### src/rtl/core/kfe_pkg.sv
// kfe_pkg: beat types, KISS codes and the CRC-16/CCITT-FALSE byte update
// shared by the frame encoder modules; depends on nothing
package kfe_pkg;

  localparam logic [7:0]  KISS_FEND  = 8'hC0;
  localparam logic [7:0]  KISS_FESC  = 8'hDB;
  localparam logic [7:0]  KISS_TFEND = 8'hDC;
  localparam logic [7:0]  KISS_TFESC = 8'hDD;
  localparam logic [15:0] CRC_INIT   = 16'hFFFF;
  localparam logic [15:0] CRC_POLY   = 16'h1021;

  // input beat
  typedef struct packed {
    logic [7:0] payload_byte;
    logic       last_of_payload;
  } in_beat_t;

  // output beat
  typedef struct packed {
    logic [7:0] line_byte;
    logic       run_end;
    logic       frame_done;
  } out_beat_t;

  // one classified item between front and back
  typedef struct packed {
    logic [7:0]  data;
    logic        open;
    logic        last;
    logic [15:0] crc;
  } kfe_entry_t;

  // queue status seen by both sides
  typedef struct packed {
    logic full;
    logic empty;
  } kfe_qstat_t;

  // back sequencer phases
  typedef enum logic [5:0] {
    PH_IDLE  = 6'b000001,
    PH_OPEN  = 6'b000010,
    PH_DATA  = 6'b000100,
    PH_CLO   = 6'b001000,
    PH_CHI   = 6'b010000,
    PH_CLOSE = 6'b100000
  } kfe_phase_t;

  // msb-first crc update over one byte
  function automatic logic [15:0] crc_update(input logic [15:0] crc, input logic [7:0] b);
    logic [15:0] c;
    c = crc ^ {b, 8'h00};
    for (int k = 0; k < 8; k++) begin
      if (c[15]) begin
        c = {c[14:0], 1'b0} ^ CRC_POLY;
      end else begin
        c = {c[14:0], 1'b0};
      end
    end
    return c;
  endfunction

endpackage

### src/rtl/core/kiss_frame_encoder_crc16.sv
// kiss_frame_encoder_crc16: top level of the KISS frame encoder with crc16
// trailer; depends on kfe_pkg, kfe_front, kfe_queue and kfe_back
//
// Usage:
//   Input channel (in_valid / in_stall / in_beat) takes one payload byte per
//   beat with last_of_payload set on the final byte of a frame. The output
//   channel (out_valid / out_stall / out_beat) gives one line byte per beat.
//   The first byte of a frame is preceded by FEND; data and crc bytes are
//   escaped; after the last byte the crc (low byte first) and a closing FEND
//   follow. run_end marks the final line byte caused by an input beat and
//   frame_done marks the closing FEND.
//   An accepted input beat is written into a queue entry and, when the queue
//   is empty, goes on to the output register. Throughput: one line byte per
//   cycle from the back sequencer while the receiver does not stall; an input
//   beat causes 1 to 8 line bytes (1 for a plain byte inside a frame, 2 for an
//   escaped one). The queue of QUEUE_DEPTH entries lets input beats keep
//   arriving while the back side works or the receiver stalls.
//   Reset: no frame open, crc at 0xFFFF, queue empty, no output beat.
//   Receiver stall: the output beat holds; the queue fills, then in_stall
//   rises until the back side drains an entry.
module kiss_frame_encoder_crc16 import kfe_pkg::*; #(
  parameter int QUEUE_DEPTH = 4
) (
  input  logic      clk,
  input  logic      rst_n,
  input  logic      in_valid,
  output logic      in_stall,
  input  in_beat_t  in_beat,
  output logic      out_valid,
  input  logic      out_stall,
  output out_beat_t out_beat
);

  kfe_qstat_t q_stat;
  logic       push;
  logic       pop;
  kfe_entry_t push_entry;
  kfe_entry_t pop_entry;

  // front: accept and classify
  kfe_front u_front (
    .clk        (clk),
    .rst_n      (rst_n),
    .in_valid   (in_valid),
    .in_stall   (in_stall),
    .in_beat    (in_beat),
    .q_stat     (q_stat),
    .push       (push),
    .push_entry (push_entry)
  );

  // decoupling queue
  kfe_queue #(
    .DEPTH (QUEUE_DEPTH)
  ) u_queue (
    .clk        (clk),
    .rst_n      (rst_n),
    .push       (push),
    .push_entry (push_entry),
    .pop        (pop),
    .pop_entry  (pop_entry),
    .q_stat     (q_stat)
  );

  // back: byte sequencer and output register
  kfe_back u_back (
    .clk       (clk),
    .rst_n     (rst_n),
    .q_stat    (q_stat),
    .pop_entry (pop_entry),
    .pop       (pop),
    .out_valid (out_valid),
    .out_stall (out_stall),
    .out_beat  (out_beat)
  );

endmodule

### src/rtl/core/kfe_front.sv
// kfe_front: accepts payload beats, tracks frame state and running crc,
// and pushes classified entries into the queue; depends on kfe_pkg
module kfe_front import kfe_pkg::*; (
  input  logic       clk,
  input  logic       rst_n,
  input  logic       in_valid,
  output logic       in_stall,
  input  in_beat_t   in_beat,
  input  kfe_qstat_t q_stat,
  output logic       push,
  output kfe_entry_t push_entry
);

  logic        inside_r, inside_nxt;
  logic [15:0] crc_r, crc_nxt;
  logic [15:0] crc_upd;

  // accept whenever the queue has room
  assign in_stall = q_stat.full;
  assign push     = in_valid && !q_stat.full;
  assign crc_upd  = crc_update(crc_r, in_beat.payload_byte);

  // classify the beat
  always_comb begin
    push_entry.data = in_beat.payload_byte;
    push_entry.open = !inside_r;
    push_entry.last = in_beat.last_of_payload;
    push_entry.crc  = crc_upd;
  end

  // frame state update
  always_comb begin
    inside_nxt = inside_r;
    crc_nxt    = crc_r;
    if (push) begin
      if (in_beat.last_of_payload) begin
        inside_nxt = 1'b0;
        crc_nxt    = CRC_INIT;
      end else begin
        inside_nxt = 1'b1;
        crc_nxt    = crc_upd;
      end
    end
  end

  always_ff @(posedge clk) begin
    if (!rst_n) begin
      inside_r <= 1'b0;
      crc_r    <= CRC_INIT;
    end else begin
      inside_r <= inside_nxt;
      crc_r    <= crc_nxt;
    end
  end

endmodule

### src/rtl/core/kfe_queue.sv
// kfe_queue: small register fifo of classified entries between front and
// back; depends on kfe_pkg
module kfe_queue import kfe_pkg::*; #(
  parameter int DEPTH = 4
) (
  input  logic       clk,
  input  logic       rst_n,
  input  logic       push,
  input  kfe_entry_t push_entry,
  input  logic       pop,
  output kfe_entry_t pop_entry,
  output kfe_qstat_t q_stat
);

  localparam int PW = (DEPTH > 1) ? $clog2(DEPTH) : 1;
  localparam int CW = $clog2(DEPTH + 1);
  localparam logic [PW-1:0] LAST_PTR = PW'(DEPTH - 1);
  localparam logic [CW-1:0] FULL_CNT = CW'(DEPTH);

  kfe_entry_t    mem_r [DEPTH];
  logic [PW-1:0] wr_ptr_r, wr_ptr_nxt;
  logic [PW-1:0] rd_ptr_r, rd_ptr_nxt;
  logic [CW-1:0] cnt_r, cnt_nxt;

  assign q_stat.full  = (cnt_r == FULL_CNT);
  assign q_stat.empty = (cnt_r == '0);
  assign pop_entry    = mem_r[rd_ptr_r];

  // pointer and count update
  always_comb begin
    wr_ptr_nxt = wr_ptr_r;
    rd_ptr_nxt = rd_ptr_r;
    cnt_nxt    = cnt_r;
    if (push) begin
      wr_ptr_nxt = (wr_ptr_r == LAST_PTR) ? '0 : wr_ptr_r + 1'b1;
    end
    if (pop) begin
      rd_ptr_nxt = (rd_ptr_r == LAST_PTR) ? '0 : rd_ptr_r + 1'b1;
    end
    if (push && !pop) begin
      cnt_nxt = cnt_r + 1'b1;
    end else if (pop && !push) begin
      cnt_nxt = cnt_r - 1'b1;
    end
  end

  always_ff @(posedge clk) begin
    if (!rst_n) begin
      wr_ptr_r <= '0;
      rd_ptr_r <= '0;
      cnt_r    <= '0;
    end else begin
      wr_ptr_r <= wr_ptr_nxt;
      rd_ptr_r <= rd_ptr_nxt;
      cnt_r    <= cnt_nxt;
    end
  end

  // entry storage
  always_ff @(posedge clk) begin
    if (push) begin
      mem_r[wr_ptr_r] <= push_entry;
    end
  end

endmodule

### src/rtl/core/kfe_back.sv
// kfe_back: sequences a queue entry into line bytes (fend if open, escaped
// data, escaped crc and fend if last) via an output register; uses kfe_pkg
module kfe_back import kfe_pkg::*; (
  input  logic       clk,
  input  logic       rst_n,
  input  kfe_qstat_t q_stat,
  input  kfe_entry_t pop_entry,
  output logic       pop,
  output logic       out_valid,
  input  logic       out_stall,
  output out_beat_t  out_beat
);

  kfe_phase_t phase_r, phase_nxt;
  logic       esc_r, esc_nxt;
  kfe_entry_t ent_r, ent_nxt;
  logic       out_valid_r, out_valid_nxt;
  out_beat_t  out_r, out_nxt;
  logic [7:0] cur;
  logic       out_free;
  logic       adv;
  logic       finish;

  assign out_valid = out_valid_r;
  assign out_beat  = out_r;
  assign out_free  = !out_valid_r || !out_stall;

  // raw byte of the current phase
  always_comb begin
    case (phase_r)
      PH_CLO:  cur = ent_r.crc[7:0];
      PH_CHI:  cur = ent_r.crc[15:8];
      default: cur = ent_r.data;
    endcase
  end

  // sequencer
  always_comb begin
    phase_nxt     = phase_r;
    esc_nxt       = esc_r;
    ent_nxt       = ent_r;
    out_valid_nxt = out_valid_r && out_stall;
    out_nxt       = out_r;
    pop           = 1'b0;
    adv           = 1'b0;
    finish        = 1'b0;

    if (phase_r != PH_IDLE && out_free) begin
      out_valid_nxt      = 1'b1;
      out_nxt.run_end    = 1'b0;
      out_nxt.frame_done = 1'b0;
      case (phase_r)
        PH_OPEN: begin
          out_nxt.line_byte = KISS_FEND;
          phase_nxt         = PH_DATA;
        end
        PH_DATA, PH_CLO, PH_CHI: begin
          if (esc_r) begin
            out_nxt.line_byte = (cur == KISS_FEND) ? KISS_TFEND : KISS_TFESC;
            esc_nxt           = 1'b0;
            adv               = 1'b1;
          end else if (cur == KISS_FEND || cur == KISS_FESC) begin
            out_nxt.line_byte = KISS_FESC;
            esc_nxt           = 1'b1;
          end else begin
            out_nxt.line_byte = cur;
            adv               = 1'b1;
          end
        end
        PH_CLOSE: begin
          out_nxt.line_byte  = KISS_FEND;
          out_nxt.frame_done = 1'b1;
          finish             = 1'b1;
        end
        default: begin
          out_nxt.line_byte = KISS_FEND;
        end
      endcase

      // step to the next phase once a byte is fully out
      if (adv) begin
        case (phase_r)
          PH_DATA: begin
            if (ent_r.last) begin
              phase_nxt = PH_CLO;
            end else begin
              finish = 1'b1;
            end
          end
          PH_CLO:  phase_nxt = PH_CHI;
          PH_CHI:  phase_nxt = PH_CLOSE;
          default: phase_nxt = phase_r;
        endcase
      end

      if (finish) begin
        out_nxt.run_end = 1'b1;
        phase_nxt       = PH_IDLE;
      end
    end

    // load the next entry as soon as this one is done
    if (phase_nxt == PH_IDLE && !q_stat.empty) begin
      pop       = 1'b1;
      ent_nxt   = pop_entry;
      esc_nxt   = 1'b0;
      phase_nxt = pop_entry.open ? PH_OPEN : PH_DATA;
    end
  end

  always_ff @(posedge clk) begin
    if (!rst_n) begin
      phase_r     <= PH_IDLE;
      esc_r       <= 1'b0;
      out_valid_r <= 1'b0;
    end else begin
      phase_r     <= phase_nxt;
      esc_r       <= esc_nxt;
      out_valid_r <= out_valid_nxt;
    end
  end

  // payload registers
  always_ff @(posedge clk) begin
    ent_r <= ent_nxt;
    out_r <= out_nxt;
  end

endmodule
### config.mk
export PLATFORM = sky130hd
export DESIGN_NAME = kiss_frame_encoder_crc16
export DESIGN_NICKNAME = d
export VERILOG_FILES = /design/src/rtl/core/kfe_pkg.sv /design/src/rtl/core/kiss_frame_encoder_crc16.sv /design/src/rtl/core/kfe_front.sv /design/src/rtl/core/kfe_queue.sv /design/src/rtl/core/kfe_back.sv
export SDC_FILE = /design/constraint.sdc
export NUM_CORES = 1
export LEC_CHECK = 0
export ABC_AREA = 1
export BUFFER_PORTS_ARGS = -buffer_cell sky130_fd_sc_hd__buf_4
export CAP_MARGIN = 20
export CORE_MARGIN = 3
export CORE_UTILIZATION = 50
export DETAILED_ROUTE_END_ITERATION = 8
export PLACE_DENSITY = 0.67
export SETUP_SLACK_MARGIN = 0.3
export SYNTH_ARGS = -nofsm -noshare
export SYNTH_HDL_FRONTEND = slang
export SYNTH_SLANG_ARGS = --single-unit
### constraint.sdc
create_clock -name clk -period 3.2 [get_ports clk]
set_input_delay 0.16 -clock clk [delete_from_list [all_inputs] [get_ports clk]]
set_output_delay 0.16 -clock clk [all_outputs]
set_load 0.05 [all_outputs]
# Word-level counts from Yosys, hierarchy flattened

Memories as Yosys holds them, arrays and structs flattened. A register that Yosys moved wholly into a read port is not among the register bits.
Cells that the tools add are included.

Eq/ne operators: 12
Bitwise gates (word level): 10
Mux-type cells: 44
Add/sub/neg operators: 4
Reduce and logical (&&, ||, !) cells: 20

Operators by type and width:

| operator                                                              | number |
|---|---|
| 13-bit 2-to-1 mux                                                     | 8 |
| 6-bit 2-to-1 mux                                                      | 6 |
| 3-bit inverter                                                        | 8 |
| 1-bit 2-to-1 mux                                                      | 18 |
| 6-bit case mux with 3 select lines                                    | 1 |
| 8-bit equality test, second input constant                            | 2 |
| 16-bit 2-to-1 mux                                                     | 1 |
| 8-bit 2-to-1 mux                                                      | 2 |
| 8-bit case mux with 2 select lines                                    | 1 |
| 16-bit bitwise XOR                                                    | 1 |
| 3-bit 2-to-1 mux                                                      | 3 |
| 2-bit 2-to-1 mux                                                      | 4 |
| 1-bit logical NOT                                                     | 7 |
| 6-bit by 1-bit equality test with 1-bit output, second input constant | 1 |
| 6-bit by 2-bit equality test with 1-bit output, second input constant | 1 |
| 6-bit by 3-bit equality test with 1-bit output, second input constant | 1 |
| 6-bit by 4-bit equality test with 1-bit output, second input constant | 1 |
| 6-bit by 5-bit equality test with 1-bit output, second input constant | 1 |
| 6-bit equality test, second input constant                            | 1 |
| 1-bit logical AND                                                     | 6 |
| 6-bit by 1-bit != test with 1-bit output, second input constant       | 1 |
| 2-bit by 1-bit adder with 2-bit output, second input constant         | 2 |
| 2-bit equality test, second input constant                            | 2 |
| 3-bit by 1-bit adder with 3-bit output, second input constant         | 1 |
| 9 further kinds                                                       | 10 |

Logic and storage cells: 105
Memories: 1
Bits in writable memories: 104
Input port bits: 13
Flip-flop bits (word level): 67

Memory list:

| memory        | words | bits a word | read ports | clocked after Yosys merged registers in | write ports | RTL line        | text |
|---|---|---|---|---|---|---|---|
| u_queue.mem_r | 4     | 26          | 1          | 1                                       | 1           | kfe_queue.sv:20 | `kfe_entry_t mem_r [DEPTH];` |

# Depth between registers and ports, before layout

Gate-level depths: netlist of run 1.

Depth in word-level cells: 18
Gate-level depth with buffers: 24
Mapped depth without buffers: 24

# Hierarchy

A second synthesis of run 1 with hierarchy kept.

Cells, all modules: 706
Area, all modules: 7,582.3 um^2

By module, submodules not included:

| module    | cells an instance | area an instance (um^2) | times used |
|---|---|---|---|
| kfe_queue | 310               | 4,325.4                 | 1 |
| kfe_back  | 205               | 2,030.7                 | 1 |
| kfe_front | 191               | 1,226.2                 | 1 |

# Worst setup path before layout of run 1

Ideal clock, no wire load.

Path kind: register to register
Start: register u_queue.cnt_r[0]
End: register u_queue.cnt_r[1]
Period minus slack after synthesis: 3.090 ns
Path slack: 0.110 ns
Buffers on the path: 1
Cell stages (with the launch flop): 9
Library setup time: 0.116 ns
Data arrival time: 2.975 ns
Cell sequence: dfxtp_1 > nor3_1 > nor2_1 > clkbuf_1 > ha_1 > inv_1 > fa_1 > o21ai_0 > nor2_1

Elaborated cells between the ends (all ways): 16
Those cells by class: 2 x add/sub; 1 x eq/ne; 3 x mux; 10 x reduce/logical

RTL lines:

| element                | RTL line                       | text |
|---|---|---|
| start, declared        | kfe_queue.sv:23                | `logic [CW-1:0] cnt_r, cnt_nxt;` |
| start signal, assigned | kfe_queue.sv:55                | `cnt_r <= cnt_nxt;` |
| 3-bit equality test    | kfe_queue.sv:25                | `assign q_stat.full = (cnt_r == FULL_CNT);` |
| via in_stall           | kiss_frame_encoder_crc16.sv:27 | `output logic in_stall,` |
| 1-bit logical NOT      | kfe_front.sv:20                | `assign push = in_valid && !q_stat.full;` |
| 1-bit logical AND      | kfe_front.sv:20                |  |
| via push               | kiss_frame_encoder_crc16.sv:35 | `logic push;` |
| 1-bit logical AND      | kfe_queue.sv:40                | `if (push && !pop) begin` |
| 3-bit 2-to-1 mux       | kfe_queue.sv:40                |  |
| via u_queue.cnt_nxt[1] | kfe_queue.sv:23                |  |

The timed path passes the listed nets, and every way through them passes these cells. The select of a mux whose other input is x is not followed.
A chain may end at the register's enable or synchronous reset.

# Final worst setup path of run 1

Start: register u_back.phase_r[1]
End: register u_queue.cnt_r[2]

Longest elaborated chain between the ends: 18
Elaborated cells between the ends (all ways): 35
Those cells by class: 9 x eq/ne; 18 x mux; 8 x reduce/logical

Ends and longest elaborated chain:

| element                                                                                                                 | RTL line                                       | text |
|---|---|---|
| start, declared                                                                                                         | kfe_back.sv:14                                 | `kfe_phase_t phase_r, phase_nxt;` |
| start signal, assigned                                                                                                  | kfe_back.sv:117                                | `phase_r <= phase_nxt;` |
| 6-bit by 5-bit equality test with 1-bit output / 6-bit by 4-bit equality test with 1-bit output (equally long branches) | kfe_back.sv:30, kfe_back.sv:52, kfe_back.sv:82 |  |
| 8-bit case mux with 2 select lines                                                                                      | kfe_back.sv:30                                 | `case (phase_r)` |
| 8-bit equality test                                                                                                     | kfe_back.sv:62                                 | `end else if (cur == KISS_FEND \|\| cur == KISS_FESC) begin` |
| 1-bit logical OR                                                                                                        | kfe_back.sv:62                                 |  |
| 1-bit 2-to-1 mux                                                                                                        | kfe_back.sv:62                                 |  |
| 1-bit 2-to-1 mux                                                                                                        | kfe_back.sv:58                                 | `if (esc_r) begin` |
| 1-bit 2-to-1 mux                                                                                                        | kfe_back.sv:52                                 | `case (phase_r)` |
| 1-bit 2-to-1 mux                                                                                                        | kfe_back.sv:48                                 | `if (phase_r != PH_IDLE && out_free) begin` |
| (+2 left out)                                                                                                           | -                                              |  |
| 6-bit 2-to-1 mux                                                                                                        | kfe_back.sv:96                                 | `if (finish) begin` |
| 6-bit 2-to-1 mux *                                                                                                      | kfe_back.sv:48                                 |  |
| 6-bit by 1-bit equality test with 1-bit output *                                                                        | kfe_back.sv:103                                | `if (phase_nxt == PH_IDLE && !q_stat.empty) begin` |
| 1-bit logical AND *                                                                                                     | kfe_back.sv:103                                |  |
| 1-bit 2-to-1 mux *                                                                                                      | kfe_back.sv:103                                |  |
| 1-bit logical NOT                                                                                                       | kfe_queue.sv:40                                |  |
| 1-bit logical AND                                                                                                       | kfe_queue.sv:40                                |  |
| 3-bit 2-to-1 mux / 2-bit nonzero test (equally long branches)                                                           | -                                              |  |

Mark *: on every way between the ends. The rest lies on a longest branch, timed or not. The select of a mux whose other input is x is not followed.

==> metrics.yaml, run 1 <==
status: "finished clean"
skew_ps: 8.82
fin_nets: 696
seqPwrFrac: 0.422
synthArstFlopShare: 0
fin_crit_sh: 0.971
cp_data_arrival_time_ps: 3420
syn-cell-area_mm2: 0.00707
min_path_cells: 3
vias: 4828
comb_power_share: 0.333
core_mm2: 0.0136
ys_ff_latch: 173
final_layout_size_suffix_gt1_frac: 0.257
yosys_warnings: 0
hp-class: "input port to register"
areaGrowthSynthToFinish_pct: 22.1
final_area_mm2: 0.00864
grt_max_degree: 53
die_w_um: 125
rr_worst_depth: 23
clock_sinks: 173
cp_max_fo: 5
worst_slew_pin_slew_ps: 573
drtPass1Iterations: 7
worstSkewPairLatency_ps: 420
synthDistinctLibCells: 36
cts-buffers-inserted: 17
startpoint_type: "register"
diodes: 0
grt_use_total: 0.185
dieHeight_um: 125
clock_path_buffers: 2
dieArea_mm2: 0.0156
syn_inst: 597
wire_per_inst_um: 17.4
cap_violations: 0
synth_ff_type: "edfxtp_1"
antenna_found_initial: 0
clk_root_buffer_cell: "clkbuf_16"
drv_slew: 0
critPathRequiredTime_ps: 3510
p_per_area_mw_per_mm2: 917
first_global_vias: 4466
clock.fmax_mhz: 322
grt_pass1_wl_um: 22600
p_leak_uw: 0.00320
setup_viol: 0
route.detailed.drc: 0
synthesis.area_per_instance_um2: 11.8
maxSlewHeadroom: 0.616
hold_viol: 0
syn-num-nets: 617
mostFrequentLayoutCell: "edfxtp_1"
rsz0062_at_grt: "true"
p_int_uw: 5170
vias_per_cell: 5.58
pwr-share-clk: 0.245
dr.first_iter.drc_count: 352
initial_core_util: 0.522
grt-ovfl-total: 0
fillers: 1011
ioPinCount: 25
wl_um: 15100
cp-end-kind: "register"
ir_worst_vdd_mv: 0.404
layout.cells.most_common_list: "edfxtp_1, buf_4, nor2_1, nand2_1, o21ai_0"
report.power.total_uw: 7920
placed_area_mm2: 0.00756
final_core_util: 0.637
portBuffers: 24
clkTransAtPathRegs_ps: 70
cts_tree: "yes"
switching_share: 0.347
dp_hpwl_um: 8520
gp_congestion: 0.844
period_minus_slack_ps: 3110
synth_edf_count: 139
worstSetupPathType: "register to register"
drtAntennaViolNets: 0
fp-row-count: 42
p_sw_uw: 2750
ys_seq_area_frac: 0.686
htreeDepth: 4
==> power by group through the flow <==
stage | clock, uW | combinational (uW) | sequential [uW]
after floorplan | 0 | 1310 | 3530
after global placement | 0 | 2110 | 3360
after detailed placement | 0 | 2160 | 3370
after CTS | 1980 | 2390 | 3330
after global routing | 2070 | 2850 | 3370
final | 1940 | 2630 | 3340
==> cells in the mapped netlist, types with 8 or more instances <==
master	n	area, um2
nor2_2	8	50.1
edfxtp_1	139	4170
nor2_1	75	282
a21oi_1	12	60.1
nand3_1	19	95.1
nand2_1	66	248
o22ai_1	41	257
inv_1	37	139
o21ai_0	58	290
xnor2_1	16	140
dfxtp_1	34	681
clkbuf_1	20	75.1
nand4_1	15	93.8
xor2_1	8	70.1
==> routing by layer <==
| metal | share of wire | track usage | wire [um] |
|---|---|---|---|
| met2 | 0.49 | 0.303 | 7420 |
| met5 | 0 | 0 | 0 |
| met4 | 0.029 | 0.0855 | 435 |
| met1 | 0.43 | 0.238 | 6460 |
| met3 | 0.050 | 0.0405 | 752 |
==> sequential cells by signal, summed over array words and instances, names as in the netlist, named ones only <==
signal / count
u_front.crc_r: 16
u_front.inside_r: 1
u_back.esc_r: 1
u_back.out_valid: 1
u_queue.rd_ptr_r: 2
u_back.ent_r: 25
u_queue.cnt_r: 3
u_queue.wr_ptr_r: 2
u_back.phase_r: 6
u_queue.mem_r: 104
u_back.out_beat: 10
==> cells by family (layout without fill, tap and decap cells) <==
kind of cell / after synthesis / count (layout) / synth area share
fa+ha+maj: 7 / 7 / 0.0134
buf+inv: 69 / 161 / 0.0370
compound gates: 120 / 120 / 0.0950
xor+xnor: 24 / 24 / 0.0297
simple gates: 204 / 204 / 0.139
flops: 173 / 173 / 0.686
==> final cells by class <==
type | instances | area [um2] | share of cell area
multi-input combinational | 355 | 2120 | 0.246
clock inverter | 15 | 138 | 0.0159
sequential | 173 | 4870 | 0.564
inverter | 47 | 184 | 0.0213
clock buffer | 17 | 425 | 0.0493
tap | 176 | 220 | 0.0255
timing repair buffer | 82 | 676 | 0.0782
==> repair_timing <==
item	in CTS	in global routing
gates cloned	0	1
buffers inserted	24	10
gates resized for setup	24	19
hold buffers	9	0
setup endpoints to repair	2	28
pin swaps	22	21
hold endpoints to repair	36	0
==> final timing paths <==
kind | startpoint | to | slack, ps
worst max-delay path | u_back.phase_r[1]$_SDFF_PN0_ | u_queue.cnt_r[2]$_SDFFE_PN0P_ | 90
worst min-delay path | out_stall | u_back.out_valid$_SDFF_PN0_ | 30
worst max register to register | u_back.phase_r[1]$_SDFF_PN0_ | u_queue.cnt_r[2]$_SDFFE_PN0P_ | 90
worst min register to register | u_front.inside_r$_SDFFE_PN0P_ | u_front.inside_r$_SDFFE_PN0P_ | 480
==> worst max-delay path, stage by stage (launching register included) <==
cell     delay [ps]
dfxtp_4         370
nor2_4          250
buf_6           160
nand4_1         180
nand2_1         150
nor2_1           80
nor2_1          120
nand2_1          70
nand2_2          90
nand3_4         130
nand2_2          90
nand2_2          70
nand2_4          90
nand2_4          60
nand3_4         100
inv_4            60
nand2_8          70
ha_4            120
inv_2            40
fa_2            350
a21oi_2         140
o21ai_2          70
o21ai_1         110
a21oi_1          50
==> through the flow <==
stage / instances / hold slack [ps] / setup WS [ps] / setup TNS (ps)
2_1_floorplan: 597 / 259 / 302 / 0
3_3_place_gp: 789 / 377 / 179 / 0
3_5_place_dp: 789 / 381 / 83.7 / 0
4_1_cts: 854 / 7.96 / 298 / 0
5_1_grt: 865 / 24.7 / -99.8 / -153
6_report: 865 / 27.2 / 91.2 / 0
No activity file was read; power rests on OpenSTA's default activity.
==> inputs of run 2 (changes only) <==
--- a/config.mk
+++ b/config.mk
@@ -8,5 +8,5 @@
 export ABC_AREA = 1
 export BUFFER_PORTS_ARGS = -buffer_cell sky130_fd_sc_hd__buf_4
-export CAP_MARGIN = 20
+export CAP_MARGIN = 5
 export CORE_MARGIN = 3
 export CORE_UTILIZATION = 50
@@ -14,4 +14,5 @@
 export PLACE_DENSITY = 0.67
 export SETUP_SLACK_MARGIN = 0.3
+export SKIP_LAST_GASP = 1
 export SYNTH_ARGS = -nofsm -noshare
 export SYNTH_HDL_FRONTEND = slang
==> constraint.sdc (replaced) <==
create_clock -name clk -period 3.2 [get_ports clk]
set_input_delay 0.48 -clock clk [delete_from_list [all_inputs] [get_ports clk]]
set_output_delay 0.48 -clock clk [all_outputs]
set_load 0.05 [all_outputs]
==> metrics.yaml, run 2 (same netlist as run 1, synthesis figures left out) <==
drtAntennaViolNets: 0  # unchanged
dp_slack_ps: 58.3  # -25.4 ps
setup_total_negative_slack_ps: 0  # unchanged
hp-class: "input port to register"
die_w_um: 125  # unchanged
seqPwrFrac: 0.413  # -0.009
largest-register: "u_queue.mem_r"
grt_pass1_wl_um: 23500  # +4.1%
clkTransAtPathRegs_ps: 70  # about the same
pwr-share-clk: 0.241  # -0.004
wire_per_inst_um: 17.5  # +0.46%
route.detailed.drc: 0  # unchanged
ir_worst_vdd_mv: 0.527  # +31%
ioPinCount: 25  # unchanged
rr_endpoint: "u_queue.cnt_r[2]$_SDFFE_PN0P_"
dieArea_mm2: 0.0156  # unchanged
skew_ps: 7.58  # -1.24 ps
gp_congestion: 0.842  # -0.23%
final_area_mm2: 0.00869  # +0.61%
cp_data_arrival_time_ps: 3400  # -20 ps
cp_max_fo: 7  # +2
core_mm2: 0.0136  # unchanged
cts_tree: "yes"
grt_use_total: 0.190  # +0.00518
dr.first_iter.drc_count: 442  # +26%
cp-end-kind: "register"
layout_setup_ws_ps: 103  # +11.9 ps
grt-ovfl-total: 0  # unchanged
p_sw_uw: 2790  # +1.3%
placed_area_mm2: 0.00756  # unchanged
mostFrequentLayoutCell: "edfxtp_1"
report.power.total_uw: 8110  # +2.4%
status: "finished clean"
cap_violations: 0  # unchanged
largestRegisters: "u_queue.mem_r (104), u_back.ent_r (25), u_front.crc_r (16)"
rsz0062_at_grt: "true"
antenna_found_initial: 0  # unchanged
largest_reg_flops: 104  # unchanged
vias_per_cell: 5.55  # -0.58%
dp_hpwl_um: 8590  # +0.87%
fin_nets: 700  # +0.57%
clk_root_buffer_cell: "clkbuf_16"
drv_slew: 0  # unchanged
setup_viol: 0  # unchanged
dieHeight_um: 125  # unchanged
p_leak_uw: 0.00323  # +0.94%
worstSkewPairLatency_ps: 420  # about the same
grt_max_degree: 53  # unchanged
p_int_uw: 5320  # +3.0%
areaGrowthSynthToFinish_pct: 22.9
hold_end: "u_queue.mem_r[0][19]$_DFFE_PP_"
initial_core_util: 0.522  # unchanged
clock.fmax_mhz: 323  # +0.38%
htreeDepth: 4  # unchanged
reg2reg_slack_ps: 100  # about the same
portBuffers: 24  # unchanged
clock_sinks: 173  # unchanged
first_global_vias: 4678  # +4.7%
min_from: "in_beat[2]"
min_path_cells: 1  # -2
worst_slew_pin_slew_ps: 600  # +26.8 ps
wl_um: 15200  # +0.92%
rr_worst_depth: 22  # -4.3%
comb_power_share: 0.346  # +0.013
startpoint_type: "register"
rr_startpoint: "u_back.phase_r[0]$_SDFF_PN1_"
p_per_area_mw_per_mm2: 933  # +1.8%
worstSetupPathType: "register to register"
fin_crit_sh: 0.968  # -0.00371
vias: 4822  # -0.12%
period_minus_slack_ps: 3100  # -11.9 ps
maxSlewHeadroom: 0.598  # -0.0179
fp-row-count: 42  # unchanged
clock_path_buffers: 2  # unchanged
final_layout_size_suffix_gt1_frac: 0.281  # +0.0245
switching_share: 0.344  # -0.00376
drtPass1Iterations: 5  # -2
layout.cells.most_common_list: "edfxtp_1, buf_4, nor2_1, nand2_1, o21ai_0"
cts-buffers-inserted: 17  # unchanged
hold_viol: 0  # unchanged
critPathRequiredTime_ps: 3500  # about the same
diodes: 0  # unchanged
-- run 2: cell type report --
class                   count  area, um2
flip-flops and latches    173       4870
multi-input cells         355       2120
repair buffers             86        723
well taps                 176        220
clock inverters            13        115
fillers                   986       4870
clock buffers              19        453
inverters                  47        189
-- run 2: power groups by stage --
stage | registers, uW | clock network [uW] | logic [uW]
after global placement | 3360 | 0 | 2110
after detailed placement | 3370 | 0 | 2160
after CTS | 3330 | 1980 | 2530
after global routing | 3380 | 2090 | 3030
after floorplan | 3530 | 0 | 1310
final | 3350 | 1960 | 2800
-- run 2: worst max path at each step --
stage,from,slack [ps],endpoint,depth (start not counted)
after floorplan,u_back.phase_r[3]$_SDFF_PP0_,300,u_queue.cnt_r[2]$_SDFFE_PN0P_,23
after global placement,u_back.phase_r[3]$_SDFF_PP0_,180,u_queue.cnt_r[2]$_SDFFE_PN0P_,23
after detailed placement,u_back.phase_r[1]$_SDFF_PN0_,60,u_queue.cnt_r[2]$_SDFFE_PN0P_,22
after CTS,u_back.phase_r[0]$_SDFF_PN1_,270,u_queue.cnt_r[1]$_SDFFE_PN0P_,21
after global routing,u_back.phase_r[0]$_SDFF_PN1_,-50,u_queue.cnt_r[2]$_SDFFE_PN0P_,22
final,u_back.phase_r[0]$_SDFF_PN1_,100,u_queue.cnt_r[2]$_SDFFE_PN0P_,22
-- run 2: timing repair --
| item | 4_1_cts | 5_1_grt |
|---|---|---|
| resized for setup | 32 | 18 |
| endpoints found under the setup margin | 2 | 28 |
| hold buffers | 0 | 0 |
| pin swaps | 41 | 12 |
| setup buffers | 38 | 8 |
| cloned | 0 | 2 |
-- run 2: stage by stage --
| step | hold slack [ps] | cells | utilization |
|---|---|---|---|
| 6_report | 278 | 869 | 0.641 |
| 5_1_grt | 264 | 869 | 0.641 |
| 4_1_cts | 260 | 859 | 0.630 |
| 3_5_place_dp | 471 | 789 | 0.557 |
| 3_3_place_gp | 457 | 789 | 0.557 |
| 2_1_floorplan | 444 | 597 | - |
-- run 2: layer usage --
metal,wire (um),global-route usage
met3,768,0.0452
met1,6500,0.243
met4,327,0.0727
met5,0,0
met2,7610,0.318
-- run 2: critical path, cell delays in order (launching register included) --
cell and delay (ps):
dfxtp_2 340, nor2_4 240, nand3_4 220, nand3_2 150, nand3_1 90, nor2_2 200
nand2_2 90, nand2_2 90, nand3_4 110, nand2_1 90, nand2_1 70, nand2_2 90
nand2_2 70, nand3_2 100, inv_4 60, nand2_8 50, ha_4 130, inv_4 30
fa_2 340, a21oi_2 130, o21ai_1 100, o21ai_1 130, a21oi_1 50
